$ cat src/hw/rtl/ffha_pkg.sv
`timescale 1ns / 1ps
// ----------------------------------------------------------------------------
// ffha_pkg
// Shared types and constants of the first-fit hole allocator.
// ----------------------------------------------------------------------------
package ffha_pkg;

    localparam int AW            = 10;
    localparam int SW            = 11;
    localparam int MEM_WORDS_DEF = 1024;
    localparam int MAX_HOLES_DEF = 64;

    localparam logic CMD_ALLOC = 1'b0;
    localparam logic CMD_FREE  = 1'b1;

    localparam logic [1:0] ST_OK    = 2'd0;
    localparam logic [1:0] ST_NOFIT = 2'd1;
    localparam logic [1:0] ST_FULL  = 2'd2;

    typedef enum logic [1:0] {
        S_IDLE,
        S_SCAN,
        S_APPLY
    } state_t;

    typedef enum logic [2:0] {
        ACT_NONE,
        ACT_SHRINK,
        ACT_REMOVE,
        ACT_MERGE_BOTH,
        ACT_PREV,
        ACT_NEXT,
        ACT_INSERT
    } act_t;

    typedef struct packed {
        act_t          act;
        logic          cmd;
        logic [SW-1:0] size;
        logic [AW-1:0] addr;
        logic [AW-1:0] fend;
    } ctl_t;

    typedef struct packed {
        logic          found;
        logic [AW-1:0] start;
        logic          exact;
        logic          join_prev;
        logic          join_next;
    } carry_t;

endpackage

$ cat src/hw/rtl/ffha_cell.sv
`timescale 1ns / 1ps
// ----------------------------------------------------------------------------
// ffha_cell
// One hole of the table: holds start/end, runs its local compare and passes
// the first-match record to its right neighbor each scan cycle.
// ----------------------------------------------------------------------------
module ffha_cell
    import ffha_pkg::*;
#(
    parameter int            IDX       = 0,
    parameter int            CW        = 7,
    parameter logic [AW-1:0] RST_START = '0,
    parameter logic [AW-1:0] RST_END   = '0
)
(
    input  logic          clk,
    input  logic          rst_n,
    input  ctl_t          ctl,
    input  logic          scan,
    input  logic [CW-1:0] count,
    input  carry_t        carry_in,
    input  logic [AW-1:0] left_start,
    input  logic [AW-1:0] left_end,
    input  logic [AW-1:0] right_start,
    input  logic [AW-1:0] right_end,
    input  logic          right_first,
    output logic [AW-1:0] hole_start,
    output logic [AW-1:0] hole_end,
    output carry_t        carry_out,
    output logic          is_first
);

    localparam logic [CW-1:0] IDX_C = CW'(IDX);

    logic [AW-1:0] start_reg, start_next;
    logic [AW-1:0] end_reg, end_next;
    carry_t        carry_reg;
    logic          in_range;
    logic [AW:0]   len;
    logic          fit;
    logic          exact;
    logic          match;
    logic          jp;
    logic          jn;
    logic          after;

    always_comb
    begin
        in_range = IDX_C < count;
        len      = {1'b0, end_reg} - {1'b0, start_reg} + (AW+1)'(1);
        exact    = 1'b0;
        if (end_reg >= start_reg)
        begin
            fit   = {1'b0, ctl.size} <= {1'b0, len};
            exact = {1'b0, ctl.size} == {1'b0, len};
        end
        else if ({1'b0, end_reg} + (AW+1)'(1) == {1'b0, start_reg})
        begin
            fit = 1'b0;
        end
        else
        begin
            fit = 1'b1;
        end
        fit = fit && in_range && (ctl.size != '0);
        jn  = in_range && ({1'b0, ctl.fend} + (AW+1)'(1) == {1'b0, start_reg});
        jp  = (IDX > 0) && ({1'b0, left_end} + (AW+1)'(1) == {1'b0, ctl.addr});
        if (ctl.cmd == CMD_ALLOC)
        begin
            match = fit;
        end
        else
        begin
            match = !in_range || (start_reg > ctl.addr);
        end
    end

    assign after     = carry_reg.found;
    assign is_first  = match && !carry_reg.found;
    assign carry_out = carry_reg.found ? carry_reg : carry_t'{found: match, start: start_reg,
                                                              exact: exact, join_prev: jp,
                                                              join_next: jn};
    assign hole_start = start_reg;
    assign hole_end   = end_reg;

    always_comb
    begin
        start_next = start_reg;
        end_next   = end_reg;
        case (ctl.act)
            ACT_SHRINK:
            begin
                if (is_first)
                begin
                    start_next = AW'({1'b0, start_reg} + ctl.size);
                end
            end
            ACT_REMOVE:
            begin
                if (is_first || after)
                begin
                    start_next = right_start;
                    end_next   = right_end;
                end
            end
            ACT_MERGE_BOTH:
            begin
                if (right_first)
                begin
                    end_next = right_end;
                end
                if (is_first || after)
                begin
                    start_next = right_start;
                    end_next   = right_end;
                end
            end
            ACT_PREV:
            begin
                if (right_first)
                begin
                    end_next = ctl.fend;
                end
            end
            ACT_NEXT:
            begin
                if (is_first)
                begin
                    start_next = ctl.addr;
                end
            end
            ACT_INSERT:
            begin
                if (is_first)
                begin
                    start_next = ctl.addr;
                    end_next   = ctl.fend;
                end
                else if (after)
                begin
                    start_next = left_start;
                    end_next   = left_end;
                end
            end
            default:
            begin
                start_next = start_reg;
                end_next   = end_reg;
            end
        endcase
    end

    always_ff @(posedge clk or negedge rst_n)
    begin
        if (!rst_n)
        begin
            start_reg <= RST_START;
            end_reg   <= RST_END;
            carry_reg <= '0;
        end
        else
        begin
            start_reg <= start_next;
            end_reg   <= end_next;
            if (scan)
            begin
                carry_reg <= carry_in;
            end
        end
    end

endmodule

$ cat config.mk
export PLATFORM = sky130hd
export DESIGN_NAME = ffha_cell
export DESIGN_NICKNAME = d
export VERILOG_FILES = /design/src/hw/rtl/ffha_pkg.sv /design/src/hw/rtl/ffha_cell.sv
export SDC_FILE = /design/constraint.sdc
export NUM_CORES = 1
export LEC_CHECK = 0
export ABC_CLOCK_PERIOD_IN_PS = 5900
export BUFFER_PORTS_ARGS = -buffer_cell sky130_fd_sc_hd__buf_2
export CORE_MARGIN = 3
export CORE_UTILIZATION = 45
export CTS_BUF_LIST = sky130_fd_sc_hd__clkbuf_2
export CTS_CLUSTER_DIAMETER = 100
export DETAILED_ROUTE_END_ITERATION = 10
export HOLD_SLACK_MARGIN = 0.06
export PLACE_DENSITY = 0.72
export SLEW_MARGIN = 40
export SYNTH_ARGS = -nofsm -noshare
export SYNTH_HDL_FRONTEND = slang
export SYNTH_SLANG_ARGS = --single-unit
$ cat constraint.sdc
create_clock -name clk -period 5.9 [get_ports clk]
set_input_delay 1.18 -clock clk [delete_from_list [all_inputs] [get_ports clk]]
set_output_delay 1.18 -clock clk [all_outputs]
set_load 0.02 [all_outputs]
Word-level counts from Yosys, hierarchy flattened
Cells that the tools add are included.
- register bits after elaboration: 34
- bits of input ports: 100
- output and inout bits: 35
- add/subtract/negate cells: 5
- $lt $le $gt $ge: 4
- eq/ne operators: 16
- multiplexer cells: 18
- reductions and logical operators: 14
- operators by type and width (cell ; count):
    10-bit 2-to-1 mux ; 11
    10-bit case mux with 4 select lines ; 2
    10-bit by 1-bit adder with 11-bit output (second input constant) ; 2
    11-bit by 10-bit equality test with 1-bit output ; 2
    14-bit 2-to-1 mux ; 1
    11-bit by 1-bit adder with 11-bit output (second input constant) ; 1
    11-bit equality test ; 1
    11-bit <= comparator ; 1
    11-bit nonzero test ; 1
    10-bit by 10-bit subtractor with 11-bit output ; 1
    10-bit adder ; 1
    10-bit >= comparator ; 1
    10-bit greater-than comparator ; 1
    5-bit AND reduction ; 2
    3-bit equality test (second input constant) ; 3
    2-bit inequality test (second input constant) ; 4
    4-bit nonzero test ; 2
    1-bit by 7-bit less-than comparator with 1-bit output (first input constant) ; 1
    3-bit by 2-bit equality test with 1-bit output (second input constant) ; 2
    3-bit inequality test (second input constant) ; 2
    1-bit logical AND ; 4
    1-bit 2-to-1 mux ; 4
    3-bit by 1-bit equality test with 1-bit output (second input constant) ; 1
    1-bit logical NOT ; 2
    3 further kinds ; 4

Longest topological paths before layout
Gate-level depths: netlist of run 1.
- word-level depth: 11
- mapped depth: 24
- mapped depth without buffers: 23

Worst setup path after synthesis of run 1
No wires, ideal clock.
- path kind: register to output
- start point: register start_reg[2] (netlist: hole_start[2])
- end point: output is_first
- arrival time: 4.309 ns
- required time: 4.720 ns
- slack: 0.411 ns
- stages on the path, launching flop included: 21
- path buffers: 1
- path through: dfrtp_1 inv_1 ha_1 inv_1 fa_1 o21bai_1 a21oi_1 o21bai_1 a21oi_1 o21bai_1 a21oi_1 o21bai_1 xor2_1 ha_1 a21oi_1 o21ai_0 or4_1 nand3_1 o211ai_1 nor3_1 buf_2
- cells in the longest elaborated chain, start to end: 8
- elaborated cells on any way between the ends: 13
- RTL lines (element ; line ; source):
    start: declaration ; ffha_cell.sv:35 ; logic [AW-1:0] start_reg, start_next;
    start signal: assignment ; ffha_cell.sv:163 ; start_reg <= start_next;
    10-bit by 10-bit subtractor with 11-bit output ; ffha_cell.sv:50 ; len = {1'b0, end_reg} - {1'b0, start_reg} + (AW+1)'(1);
    11-bit by 1-bit adder with 11-bit output ; ffha_cell.sv:50 ;
    11-bit <= comparator ; ffha_cell.sv:54 ; fit = {1'b0, ctl.size} <= {1'b0, len};
    1-bit 2-to-1 mux ; ffha_cell.sv:52 ; if (end_reg >= start_reg)
    1-bit logical AND (2 in series) ; ffha_cell.sv:65 ; fit = fit && in_range && (ctl.size != '0);
    1-bit 2-to-1 mux * ; ffha_cell.sv:68 ; if (ctl.cmd == CMD_ALLOC)
    1-bit logical AND * ; ffha_cell.sv:79 ; assign is_first = match && !carry_reg.found;
    end: declaration ; ffha_cell.sv:30 ; output logic is_first
Every way passes the cells marked *; elsewhere a longest branch is shown, timed or not.

Final worst setup path of run 1
Same ends and word-level chain as after synthesis.

==> qor_table.md, run 1 <==
| Metric | Reported |
|---|---|
| Setup WS post-layout | 0.0404 ns |
| Xor/xnor cell area share of the yosys netlist | 0.0688 |
| Post-synthesis compound-gate area fraction | 0.195 |
| Peak Freq | 0.171 GHz |
| Internal power of the cells | 1.38 mW |
| Tot Pwr | 2.91 mW |
| Post-CTS Hold Buffers | 0 |
| Commonest register cell after synthesis | sky130_fd_sc_hd__dfrtp_1 |
| Ant diodes | 0 |
| Setup-violating endpoint count in the final report | 0 |
| Net switching share of the total power | 0.525 |
| Number of H-tree levels | 2 |
| DRT Wirelength | 14700 microns |
| Count of synthesis-stage warnings from yosys | 0 |
| Top cells by instance count after synthesis | sky130_fd_sc_hd__o21ai_0, sky130_fd_sc_hd__ha_1, sky130_fd_sc_hd__inv_1, sky130_fd_sc_hd__nand2_1, sky130_fd_sc_hd__dfrtp_1 |
| Worst slack, placed | 0.355 ns |
| HP Class | register to register |
| Count of input and output buffers | 134 |
| Global-route total usage across every layer | 0.261 |
| Fraction of final layout cells sized beyond drive strength 1 | 0.320 |
| Required time at the endpoint of the critical path | 4.72 ns |
| FFs w/ async S/R, synth | 1.00 |
| Kind of end point of the critical path | primary output |
| Simple logic cell fraction of the synthesized area | 0.182 |
| Switching power total | 1.53 mW |
| Worst slew margin relative to its limit | 0.499 |
| Post-synthesis mux area share | 0.118 |
| Number of detailed-route iterations in the first pass | 5 |
| Global route overflow | 0 |
| Starting DRT DRC Count | 291 |
| Sequential area share after synthesis | 0.197 |
| Sequential share of power | 0.152 |
| Clock tree from TritonCTS | built |
| Clock latency at the later pin of the worst-skew pair | 0.38 ns |
| Cell with the most instances after synthesis | sky130_fd_sc_hd__o21ai_0 |
| Fin Clk Skew | 0.0159 ns |
| Number of max-cap violations | 0 |
| Half-perimeter wire length after detailed placement | 11800 microns |
| Reg clk slew, reported paths | 0.19 ns |
| Cell count after synthesis | 531 |
| Portion of total power attributed to the clock network | 0.040 |
| Maximum fanout along the worst path | 3 |
| Antenna violations before repair | 0 |
| Cell type with the largest total area after synthesis | sky130_fd_sc_hd__dfrtp_1 |
| Final-report hold violation count | 0 |
| Crit path largest cell delay | 0.54 ns |
| Maximum count of clock buffers along a single path | 2 |
| Number of synthesized flops with an enable pin | 0 |
| Worst path most repeated cell | sky130_fd_sc_hd__o21bai_1 |
| Average routed wire per standard cell | 18.2 microns |
| Number of flip-flops in the largest register | 13 |
| Global-route wire length before repair | 22700 microns |
| Row count | 35 |
| DRC violation count after routing | 0 |
| Height of the die | 104 microns |
| Synth Register Bits | 34 |
| Highest-delay cell along the critical path | sky130_fd_sc_hd__or4_4 |
| Power share of the combinational group | 0.808 |
| Starting density of the core | 0.466 |
| Post-route fraction of the period consumed by the critical path | 0.993 |
| Placeable Area | 0.00928 sq mm |
| Clk Tree Root Cell | sky130_fd_sc_hd__clkbuf_2 |
| Leakage power figure | 2.61 nW |
| Pwr dens | 543 mW/mm^2 |
| Combined area of all synthesized cells | 0.00433 sq mm |
| Fin nets | 836 |
| Run status | complete, no violations |
| Share of synthesized cell area in full adder, half adder and majority cells | 0.181 |
| Growth of design area from synthesis to finish | 23.9% |
| Synth top area cells | sky130_fd_sc_hd__dfrtp_1, sky130_fd_sc_hd__ha_1, sky130_fd_sc_hd__o21ai_0, sky130_fd_sc_hd__mux2_2, sky130_fd_sc_hd__mux2i_1 |
| Sequence of cells on the critical path | inv_2 -> ha_4 -> inv_2 -> fa_1 -> o21bai_1 -> a21oi_1 -> o21bai_1 -> a21oi_1 -> o21bai_1 -> a21oi_1 -> o21bai_1 -> xor2_1 -> ha_1 -> a21oi_2 -> o21ai_2 -> or4_4 -> nand3_4 -> o211ai_1 -> nor3_2 -> buf_4 |
| Critical path class | register to primary output |
| Measured slew at the worst slew-check pin | 0.749 ns |
| Distinct cells, synth | 56 |
| Net Count, Synth | 690 |
| Clock period minus worst slack | 5.86 ns |
| Via count of the first global-routing pass | 4450 |
| Pin count of the biggest net entering global routing | 35 |
| Data arrival at the endpoint of the critical path | 4.68 ns |
| Die Outline Area | 0.0108 sq mm |
| Yosys top cell area share | 0.197 |
| Number of buffers added by the clock tree synthesis step | 5 |
| Final weighted congestion in routability-driven placement | 1.04 |
| Number of antenna-violating nets in the routed design | 0 |
| Number of slew-limit violations in the final report | 0 |
| I/O pin total | 135 |
| RSZ-0062 raised after global routing | true |
| Clk sink count | 34 |
| Vias per cell | 5.68 |
| Number of vias in the routed layout | 4584 |
| Synthesized area per cell | 8.15 sq um |
| Largest family of logic cells by synthesized area | compound AO/OA/AOI/OAI gates |
| Type of element launching the critical path | register |
| Floorplan die width | 104 microns |
| VDD IR max | 0.237 mV |
## power by group through the flow
stage          clock [mW]  sequential (mW)  combinational (mW)
4_1_cts             0.119            0.444                2.13
5_1_grt             0.130            0.454                2.59
2_1_floorplan           0            0.491                1.41
3_5_place_dp            0            0.449                2.09
6_report            0.115            0.442                2.35
3_3_place_gp            0            0.442                2.04
## critical path: cells and delay by family (launching register included)
kind | cells | cell delay [ns]
AOI/OAI and AO/OA | 10 | 1.50
xor gates and xnor gates | 1 | 0.17
adders and majority gates | 3 | 0.92
buffers and inverters | 3 | 0.32
DFF | 1 | 0.43
and+or+nand+nor | 3 | 0.94
## routing by layer
metal  up-vias  wire, microns  track usage
li1       2190              -            -
met1      2184           6290        0.351
met2       184           6840        0.431
met3        26           1140       0.0379
met4         0            428       0.0826
met5         -              0            0
## cells by family (layout without fill, tap and decap cells)
kind of cell	count (synthesis)	after routing
adder cells (fa/ha/maj)	59	59
AO/OA/AOI/OAI	136	136
multiplexers	48	48
buffers and inverters	64	211
flip-flops	34	34
AND/OR/NAND/NOR	156	156
XOR/XNOR	34	34
## area by class of cell
cell class                 instances  area, sq um
fill                             902         3930
tap                              129          161
clock buffer                       6         30.0
multi-input combinational        433         3270
clock inverter                     2         13.8
sequential                        34          856
inverter                          46          173
timing repair buffer             157          855
## repair_timing
item | 4_1_cts | 5_1_grt
buffers inserted | 2 | 12
endpoints found under the setup margin | 2 | 2
pin swaps | 3 | 17
resized for setup | 1 | 17
## cell usage in the layout, fill, tap and decap left out, drive strengths merged, types with 3 or more instances in the layout
cell type / netlist / final
a31o: 7 / 7
and3: 3 / 3
o211ai: 6 / 6
o21bai: 7 / 7
mux2: 24 / 24
and4: 4 / 4
inv: 46 / 46
dfrtp: 34 / 34
o21a: 3 / 3
nand2: 46 / 46
o21ai: 58 / 58
nor2b: 7 / 7
a21o: 3 / 3
nor3: 12 / 12
nand4: 8 / 8
and2: 3 / 3
a21oi: 31 / 31
nor3b: 3 / 3
buf: 4 / 157
xnor2: 21 / 21
xor2: 13 / 13
ha: 53 / 53
fa: 6 / 6
nor2: 31 / 31
mux2i: 24 / 24
clkbuf: 14 / 6
nand3: 13 / 13
nand2b: 10 / 10
nor4: 4 / 4
## worst paths after layout
check,startpoint,end,slack [ns],cells after the start
max in group asynchronous,rst_n,hole_start[3]$_DFFE_PN0P_,4.81,1
min in group asynchronous,rst_n,hole_end[9]$_DFFE_PN0P_,0.70,1
max reg2reg,hole_start[2]$_DFFE_PN0P_,hole_end[5]$_DFFE_PN0P_,0.76,24
min,carry_reg[1]$_DFFE_PN0P_,carry_reg[1]$_DFFE_PN0P_,0.53,1
min reg2reg,carry_reg[1]$_DFFE_PN0P_,carry_reg[1]$_DFFE_PN0P_,0.53,1
max,hole_start[2]$_DFFE_PN0P_,is_first,0.04,20
## through the flow
stage	hold slack (ns)	std cells	TNS, ns	utilization	instance area, sq um
floorplan	0.473	531	0	-	4330
global placement	0.487	785	0	0.556	5160
detailed placement	0.493	785	0	0.556	5160
CTS	0.533	795	0	0.562	5220
global route	0.563	807	-0.375	0.577	5360
finish	0.527	807	0	0.577	5360
No activity file was read; power rests on OpenSTA's default activity.
==> run 2: changes to the inputs <==
ABC_CLOCK_PERIOD_IN_PS = 5300   (was 5900)
PLACE_DENSITY = 0.74   (was 0.72)
clock period = 5.3 ns   (was 5.9 ns; I/O delays follow)
==> run 2 against run 1 <==
Net effect:
- power is 9.8% higher
- sequential power is 4.8% higher
- final area up 1.0%
- the flow now finishes with violations (negative setup slack)
- non-clock buffer count increased by 8
- critical path type unchanged
- final cell count is 0.99% higher
- flip-flop and latch count did not move
- clock power rose by 16%
- utilization rose by 0.58 points
- worst hold slack better by 0.0029 ns
==> qor_table.md, run 2 (same netlist as run 1, synthesis figures left out) <==
| Metric | Reported | Change |
|---|---|---|
| Run status | complete, but fails checks |  |
| Violations in the final reports | negative setup slack |  |
| Placeable Area | 0.00928 sq mm | unchanged |
| Number of buffer and inverter instances along the worst setup path | 3 | unchanged |
| Fin Clk Skew | 0.0304 ns | +0.0145 ns |
| Number of max-cap violations | 0 | unchanged |
| Number of detailed-route iterations in the first pass | 5 | unchanged |
| Final-report hold violation count | 0 | unchanged |
| Type of element launching the critical path | register |  |
| Kind of end point of the critical path | primary output |  |
| VDD IR max | 0.276 mV | +16% |
| Peak Freq | 0.177 GHz |  |
| Global-route total usage across every layer | 0.259 | -0.00148 |
| RSZ-0062 raised after global routing | true |  |
| Critical path class | register to primary output |  |
| Starting density of the core | 0.466 | unchanged |
| Final standard cell area without fillers | 0.00541 sq mm | +1.0% |
| Die Outline Area | 0.0108 sq mm | unchanged |
| Number of H-tree levels | 2 | unchanged |
| Maximum count of clock buffers along a single path | 2 | unchanged |
| Number of antenna-violating nets in the routed design | 0 | unchanged |
| Via count of the first global-routing pass | 4679 | +5.1% |
| Final weighted congestion in routability-driven placement | 0.876 | -16% |
| Hold Worst Slack | 0.530 ns | +0.00292 ns |
| Growth of design area from synthesis to finish | 25.1% |  |
| Maximum fanout along the worst path | 3 | unchanged |
| Reg clk slew, reported paths | 0.23 ns | +0.04 ns |
| Vias per cell | 5.70 | +0.34% |
| HP Class | register to register |  |
| Summed negative setup slack over all endpoints | -0.656 ns | -0.656 ns |
| Row count | 35 | unchanged |
| Leading cell type in the layout, fill and taps excluded | sky130_fd_sc_hd__buf_2 |  |
| Setup WS post-layout | -0.340 ns | -0.380 ns |
| Area of placed instances | 0.00523 sq mm | +1.3% |
| Placed Cells | 794 | +1.1% |
| Number of buffers added by the clock tree synthesis step | 5 | unchanged |
| Number of slew-limit violations in the final report | 0 | unchanged |
| Fraction of final layout cells sized beyond drive strength 1 | 0.324 | +0.00356 |
| Half-perimeter wire length after detailed placement | 11800 microns | -0.35% |
| DRT Wirelength | 14600 microns | -0.47% |
| Post-CTS Hold Buffers | 0 | unchanged |
| Post-route fraction of the period consumed by the critical path | 1.06 |  |
| Sequence of cells on the critical path | inv_2 -> ha_4 -> inv_2 -> fa_1 -> o21bai_1 -> a21oi_1 -> o21bai_1 -> a21oi_1 -> o21bai_1 -> a21oi_1 -> o21bai_1 -> xor2_1 -> ha_1 -> a21oi_1 -> o21ai_1 -> or4_1 -> nand3_1 -> o211ai_1 -> nor2_2 -> or2_4 -> buf_6 |  |
| Global route overflow | 0 | unchanged |
| Crit path largest cell delay | 0.51 ns | -0.03 ns |
| Clock tree from TritonCTS | built |  |
| Setup-violating endpoint count in the final report | 2 | +2 |
| Clock latency at the later pin of the worst-skew pair | 0.39 ns | about the same |
| Number of flip-flops in the largest register | 13 | unchanged |
| Antenna violations before repair | 0 | unchanged |
| Global-route wire length before repair | 22800 microns | +0.58% |
| Non-filler instance count after layout | 815 | +0.99% |
| Gate family responsible for the most delay along the worst path | compound AO/OA/AOI/OAI gates |  |
| Tot Pwr | 3.20 mW | +9.8% |
| Count of input and output buffers | 134 | unchanged |
| Height of the die | 104 microns | unchanged |
| Pwr dens | 590 mW/mm^2 | +8.7% |
| Average routed wire per standard cell | 18.0 microns | -1.4% |
| Most frequent cells in the layout | sky130_fd_sc_hd__buf_2, sky130_fd_sc_hd__o21ai_0, sky130_fd_sc_hd__ha_1 |  |
| Clk sink count | 34 | unchanged |
| I/O pin total | 135 | unchanged |
| Ant diodes | 0 | unchanged |
| Leakage power figure | 2.65 nW | +1.5% |
| Floorplan die width | 104 microns | unchanged |
| Starting DRT DRC Count | 279 | -4.1% |
| Data arrival at the endpoint of the critical path | 4.58 ns | -0.10 ns |
| Highest-delay cell along the critical path | sky130_fd_sc_hd__or4_1 |  |
| Clock period minus worst slack | 5.64 ns |  |
| DRC violation count after routing | 0 | unchanged |
| Worst slew margin relative to its limit | 0.545 | +0.0457 |
| Measured slew at the worst slew-check pin | 0.683 ns | -0.0660 ns |
| Fin nets | 844 | +0.96% |
| Number of vias in the routed layout | 4645 | +1.3% |
| Clk Tree Root Cell | sky130_fd_sc_hd__clkbuf_2 |  |
| Required time at the endpoint of the critical path | 4.24 ns | -0.48 ns |
| Pin count of the biggest net entering global routing | 35 | unchanged |
[run 2: cell types whose count changed in the layout (fill, tap and decap cells not counted), moves of 2 or more]
cell	before	now
sky130_fd_sc_hd__buf_4	25	32
sky130_fd_sc_hd__o21ai_1	0	3
sky130_fd_sc_hd__mux2_2	24	22
sky130_fd_sc_hd__mux2_4	0	2
sky130_fd_sc_hd__o21ai_0	57	55
[run 2: area by class of cell]
| cell class | count | area [sq um] |
|---|---|---|
| Fill cell | 901 | 3870 |
| Multi-Input combinational cell | 433 | 3260 |
| Timing Repair Buffer | 165 | 918 |
| Sequential cell | 34 | 855 |
| Inverter | 46 | 173 |
| Tap cell | 129 | 161 |
| Clock buffer | 5 | 25.0 |
| Clock inverter | 3 | 16.3 |
[run 2: through the flow]
| stage | worst slack [ns] | util |
|---|---|---|
| floorplan | 0.101 | - |
| global placement | 0.153 | 0.563 |
| detailed placement | -0.0293 | 0.563 |
| CTS | -0.292 | 0.575 |
| global route | -0.600 | 0.583 |
| finish | -0.340 | 0.583 |
[run 2: repair_timing]
action | in CTS | in global routing
gates resized for setup | 9 | 10
setup buffers | 7 | 6
setup endpoints to repair | 2 | 15
pin swaps | 17 | 17
[run 2: worst reg2reg max path, stage by stage, from the launching register on]
cell and delay [ns]:
sky130_fd_sc_hd__dfrtp_2 0.46, sky130_fd_sc_hd__inv_2 0.08, sky130_fd_sc_hd__ha_4 0.13, sky130_fd_sc_hd__inv_2 0.04
sky130_fd_sc_hd__fa_1 0.45, sky130_fd_sc_hd__o21bai_1 0.23, sky130_fd_sc_hd__a21oi_1 0.11, sky130_fd_sc_hd__o21bai_1 0.18
sky130_fd_sc_hd__a21oi_1 0.10, sky130_fd_sc_hd__o21bai_1 0.20, sky130_fd_sc_hd__a21oi_1 0.09, sky130_fd_sc_hd__o21bai_1 0.16
sky130_fd_sc_hd__xor2_1 0.21, sky130_fd_sc_hd__ha_1 0.29, sky130_fd_sc_hd__a21oi_1 0.13, sky130_fd_sc_hd__o21ai_1 0.09
sky130_fd_sc_hd__or4_1 0.51, sky130_fd_sc_hd__nand3_1 0.10, sky130_fd_sc_hd__o211ai_1 0.18, sky130_fd_sc_hd__buf_4 0.21
sky130_fd_sc_hd__buf_4 0.12, sky130_fd_sc_hd__o31ai_2 0.23, sky130_fd_sc_hd__buf_6 0.21, sky130_fd_sc_hd__mux2i_1 0.22
sky130_fd_sc_hd__o21ai_0 0.09, sky130_fd_sc_hd__mux2_2 0.29
[run 2: metal layers]
layer | global-route usage | wire (microns)
met5 | 0 | 0
met1 | 0.339 | 6090
met3 | 0.0534 | 1220
met2 | 0.429 | 6890
met4 | 0.0836 | 437
[run 2: path summary, 6_finish.rpt]
kind	startpoint	end	slack (ns)	cells past startpoint
setup / recovery	hole_start[2]$_DFFE_PN0P_	carry_out[13]	-0.34	21
setup reg to reg	hole_start[2]$_DFFE_PN0P_	hole_end[3]$_DFFE_PN0P_	0.11	25
min in group asynchronous	rst_n	hole_end[0]$_DFFE_PN0P_	0.58	1
hold / removal	carry_reg[1]$_DFFE_PN0P_	carry_reg[1]$_DFFE_PN0P_	0.53	1
hold reg to reg	carry_reg[1]$_DFFE_PN0P_	carry_reg[1]$_DFFE_PN0P_	0.53	1
max in group asynchronous	rst_n	after$_DFFE_PN0P_	4.33	1
[run 2: report_power, final]
part / switching (mW) / internal, mW / leakage (nW)
Sequential: 0.125 / 0.338 / 0.398
Combinational: 1.43 / 1.17 / 2.23
Clock: 0.102 / 0.0302 / 0.0264
==> run 3: changes to the inputs <==
REMOVE_ABC_BUFFERS = 1   (was unset)
==> run 3 against run 2 <==
Net effect:
- the run still ends with negative setup slack left
- power rose by 1.7%
- critical path type unchanged
- critical endpoint is now is_first
- setup slack gained 0.11 ns
- largest power group unchanged
- wire length fell by 1.4%
- clock power down 5%
- combinational power is 2% higher
==> qor_table.md, run 3 (same netlist as run 1, synthesis figures left out) <==
| Metric | Reported | Change |
|---|---|---|
| Run status | complete, but fails checks |  |
| Violations in the final reports | negative setup slack |  |
| Number of H-tree levels | 2 | unchanged |
| Number of flip-flops in the largest register | 13 | unchanged |
| Average routed wire per standard cell | 17.7 microns | -1.2% |
| R2R Path Start | hole_start[2]$_DFFE_PN0P_ |  |
| Clock tree from TritonCTS | built |  |
| Global route overflow | 0 | unchanged |
| Required time at the endpoint of the critical path | 4.24 ns | about the same |
| Routed length on met2 | 6750 microns | -1.9% |
| Kind of end point of the critical path | primary output |  |
| Met1 Wirelength | 6300 microns | +3.4% |
| Final-report hold violation count | 0 | unchanged |
| HP Class | register to register |  |
| RSZ-0062 raised after global routing | true |  |
| Data arrival at the endpoint of the critical path | 4.47 ns | -0.11 ns |
| Maximum fanout along the worst path | 3 | unchanged |
| Die Outline Area | 0.0108 sq mm | unchanged |
| Half-perimeter wire length after detailed placement | 11600 microns | -1.7% |
| Pwr dens | 600 mW/mm^2 | +1.7% |
| Worst slew margin relative to its limit | 0.461 | -0.0838 |
| Measured slew at the worst slew-check pin | 0.806 ns | +0.123 ns |
| Growth of design area from synthesis to finish | 25.1% | unchanged |
| Maximum count of clock buffers along a single path | 2 | unchanged |
| Global-route total usage across every layer | 0.253 | -0.00591 |
| Number of detailed-route iterations in the first pass | 5 | unchanged |
| Clock latency at the later pin of the worst-skew pair | 0.41 ns | +0.02 ns |
| Area of placed instances | 0.00523 sq mm | +0.12% |
| Highest-delay cell along the critical path | sky130_fd_sc_hd__or4_4 |  |
| Type of element launching the critical path | register |  |
| Reg clk slew, reported paths | 0.18 ns | -0.05 ns |
| Fin nets | 843 | -0.12% |
| WL met3 | 966 microns | -21% |
| Final weighted congestion in routability-driven placement | 0.974 | +11% |
| DRT Wirelength | 14400 microns | -1.4% |
| Row count | 35 | unchanged |
| Tot Pwr | 3.25 mW | +1.7% |
| Starting density of the core | 0.466 | unchanged |
| Most frequent cells in the layout | sky130_fd_sc_hd__buf_2, sky130_fd_sc_hd__o21ai_0, sky130_fd_sc_hd__ha_1 |  |
| Clk Tree Root Cell | sky130_fd_sc_hd__clkbuf_2 |  |
| Floorplan die width | 104 microns | unchanged |
| Clock period minus worst slack | 5.53 ns | -0.109 ns |
| Fraction of final layout cells sized beyond drive strength 1 | 0.323 | -0.000516 |
| Number of buffer and inverter instances along the worst setup path | 3 | unchanged |
| Start point of the critical path | hole_start[2]$_DFFE_PN0P_ |  |
| Startpoint of the tightest hold check path | carry_reg[1]$_DFFE_PN0P_ |  |
| Post-route fraction of the period consumed by the critical path | 1.04 | -0.0206 |
| Final standard cell area without fillers | 0.00541 sq mm | unchanged |
| Count of input and output buffers | 134 | unchanged |
| Clk sink count | 34 | unchanged |
| Number of max-cap violations | 0 | unchanged |
| Height of the die | 104 microns | unchanged |
| Pin count of the biggest net entering global routing | 35 | unchanged |
| Number of antenna-violating nets in the routed design | 0 | unchanged |
| Gate family responsible for the most delay along the worst path | compound AO/OA/AOI/OAI gates |  |
| Placed Cells | 794 | unchanged |
| DRC violation count after routing | 0 | unchanged |
| Fin Clk Skew | 0.0312 ns | +0.000838 ns |
| Number of buffers added by the clock tree synthesis step | 5 | unchanged |
| Via count of the first global-routing pass | 4422 | -5.5% |
| Vias per cell | 5.65 | -0.88% |
| Leading cell type in the layout, fill and taps excluded | sky130_fd_sc_hd__buf_2 |  |
| Number of vias in the routed layout | 4593 | -1.1% |
| Global-route wire length before repair | 22200 microns | -3.0% |
| Setup WS post-layout | -0.231 ns | +0.109 ns |
| Placeable Area | 0.00928 sq mm | unchanged |
| Setup-violating endpoint count in the final report | 2 | unchanged |
| Crit path largest cell delay | 0.53 ns | +0.02 ns |
| Critical path class | register to primary output |  |
| I/O pin total | 135 | unchanged |
| VDD IR max | 0.277 mV | +0.43% |
| Starting DRT DRC Count | 240 | -14% |
| Top layer reached by signal wires | met4 |  |
| Peak Freq | 0.181 GHz | +2.0% |
| Sequence of cells on the critical path | inv_2 -> ha_4 -> inv_2 -> fa_1 -> o21bai_2 -> a21oi_2 -> o21bai_1 -> a21oi_1 -> o21bai_1 -> a21oi_1 -> o21bai_1 -> xor2_1 -> ha_1 -> a21oi_1 -> o21ai_1 -> or4_4 -> nand3_2 -> o211ai_1 -> nor3_2 -> buf_4 |  |
| Leakage power figure | 2.65 nW | about the same |
| Antenna violations before repair | 0 | unchanged |
| Number of slew-limit violations in the final report | 0 | unchanged |
| Non-filler instance count after layout | 813 | -0.25% |
| Ant diodes | 0 | unchanged |
| Final core utilization | 0.583 | unchanged |
[run 3: through the flow]
step,hold slack [ns],setup WS [ns],setup TNS (ns)
after floorplan,0.473,-0.937,-9.98
after CTS,0.530,-0.293,-0.488
after detailed placement,0.493,-0.0189,-0.0229
after global placement,0.485,0.169,0
after global routing,0.547,-0.535,-1.00
final,0.524,-0.231,-0.390
[run 3: worst reg2reg max path, stage by stage (launching register included)]
cell and delay (ns):
sky130_fd_sc_hd__dfrtp_1 0.43, sky130_fd_sc_hd__inv_2 0.08, sky130_fd_sc_hd__ha_4 0.13, sky130_fd_sc_hd__inv_2 0.04, sky130_fd_sc_hd__fa_1 0.48, sky130_fd_sc_hd__o21bai_2 0.21, sky130_fd_sc_hd__a21oi_2 0.08, sky130_fd_sc_hd__o21bai_1 0.18
sky130_fd_sc_hd__a21oi_1 0.10, sky130_fd_sc_hd__o21bai_1 0.17, sky130_fd_sc_hd__a21oi_1 0.09, sky130_fd_sc_hd__o21bai_1 0.15, sky130_fd_sc_hd__xor2_1 0.19, sky130_fd_sc_hd__ha_1 0.28, sky130_fd_sc_hd__a21oi_1 0.12, sky130_fd_sc_hd__o21ai_1 0.10
sky130_fd_sc_hd__or4_4 0.53, sky130_fd_sc_hd__nand3_2 0.08, sky130_fd_sc_hd__o211ai_1 0.16, sky130_fd_sc_hd__buf_4 0.19, sky130_fd_sc_hd__o31ai_2 0.20, sky130_fd_sc_hd__buf_4 0.25, sky130_fd_sc_hd__mux2i_1 0.22, sky130_fd_sc_hd__o21ai_0 0.11
sky130_fd_sc_hd__mux2_2 0.33
[run 3: path summary, 6_finish.rpt]
path | depth (start not counted) | endpoint | slack [ns]
max | 20 | is_first | -0.23
min | 1 | carry_reg[1]$_DFFE_PN0P_ | 0.52
max reg2reg | 24 | hole_end[1]$_DFFE_PN0P_ | 0.31
min reg2reg | 1 | carry_reg[1]$_DFFE_PN0P_ | 0.52
max in group asynchronous | 1 | hole_start[0]$_DFFE_PN0P_ | 4.35
min in group asynchronous | 1 | hole_end[0]$_DFFE_PN0P_ | 0.57
[run 3: power breakdown]
part / internal (mW) / switching [mW]
sequential: 0.337 / 0.133
combinational: 1.20 / 1.46
clock: 0.0286 / 0.0971
[run 3: timing repair]
| item | 4_1_cts | 5_1_grt |
|---|---|---|
| endpoints found under the setup margin | 2 | 20 |
| gates resized for setup | 11 | 4 |
| setup buffers | 9 | 3 |
| pin swaps | 17 | 15 |
| hold buffers | 0 | 0 |
[run 3: cell type report]
cell class                 count  area, sq um
multi-input combinational    433         3260
clock buffer                   5         25.0
inverter                      46          173
clock inverter                 2         10.0
sequential                    34          853
fill                         892         3870
timing repair buffer         164          927
tap                          129          161
[run 3: per-layer routing]
metal | vias up | track usage
met2 | 191 | 0.416
li1 | 2198 | -
met5 | - | 0
met3 | 28 | 0.0459
met1 | 2176 | 0.334
met4 | 0 | 0.0883
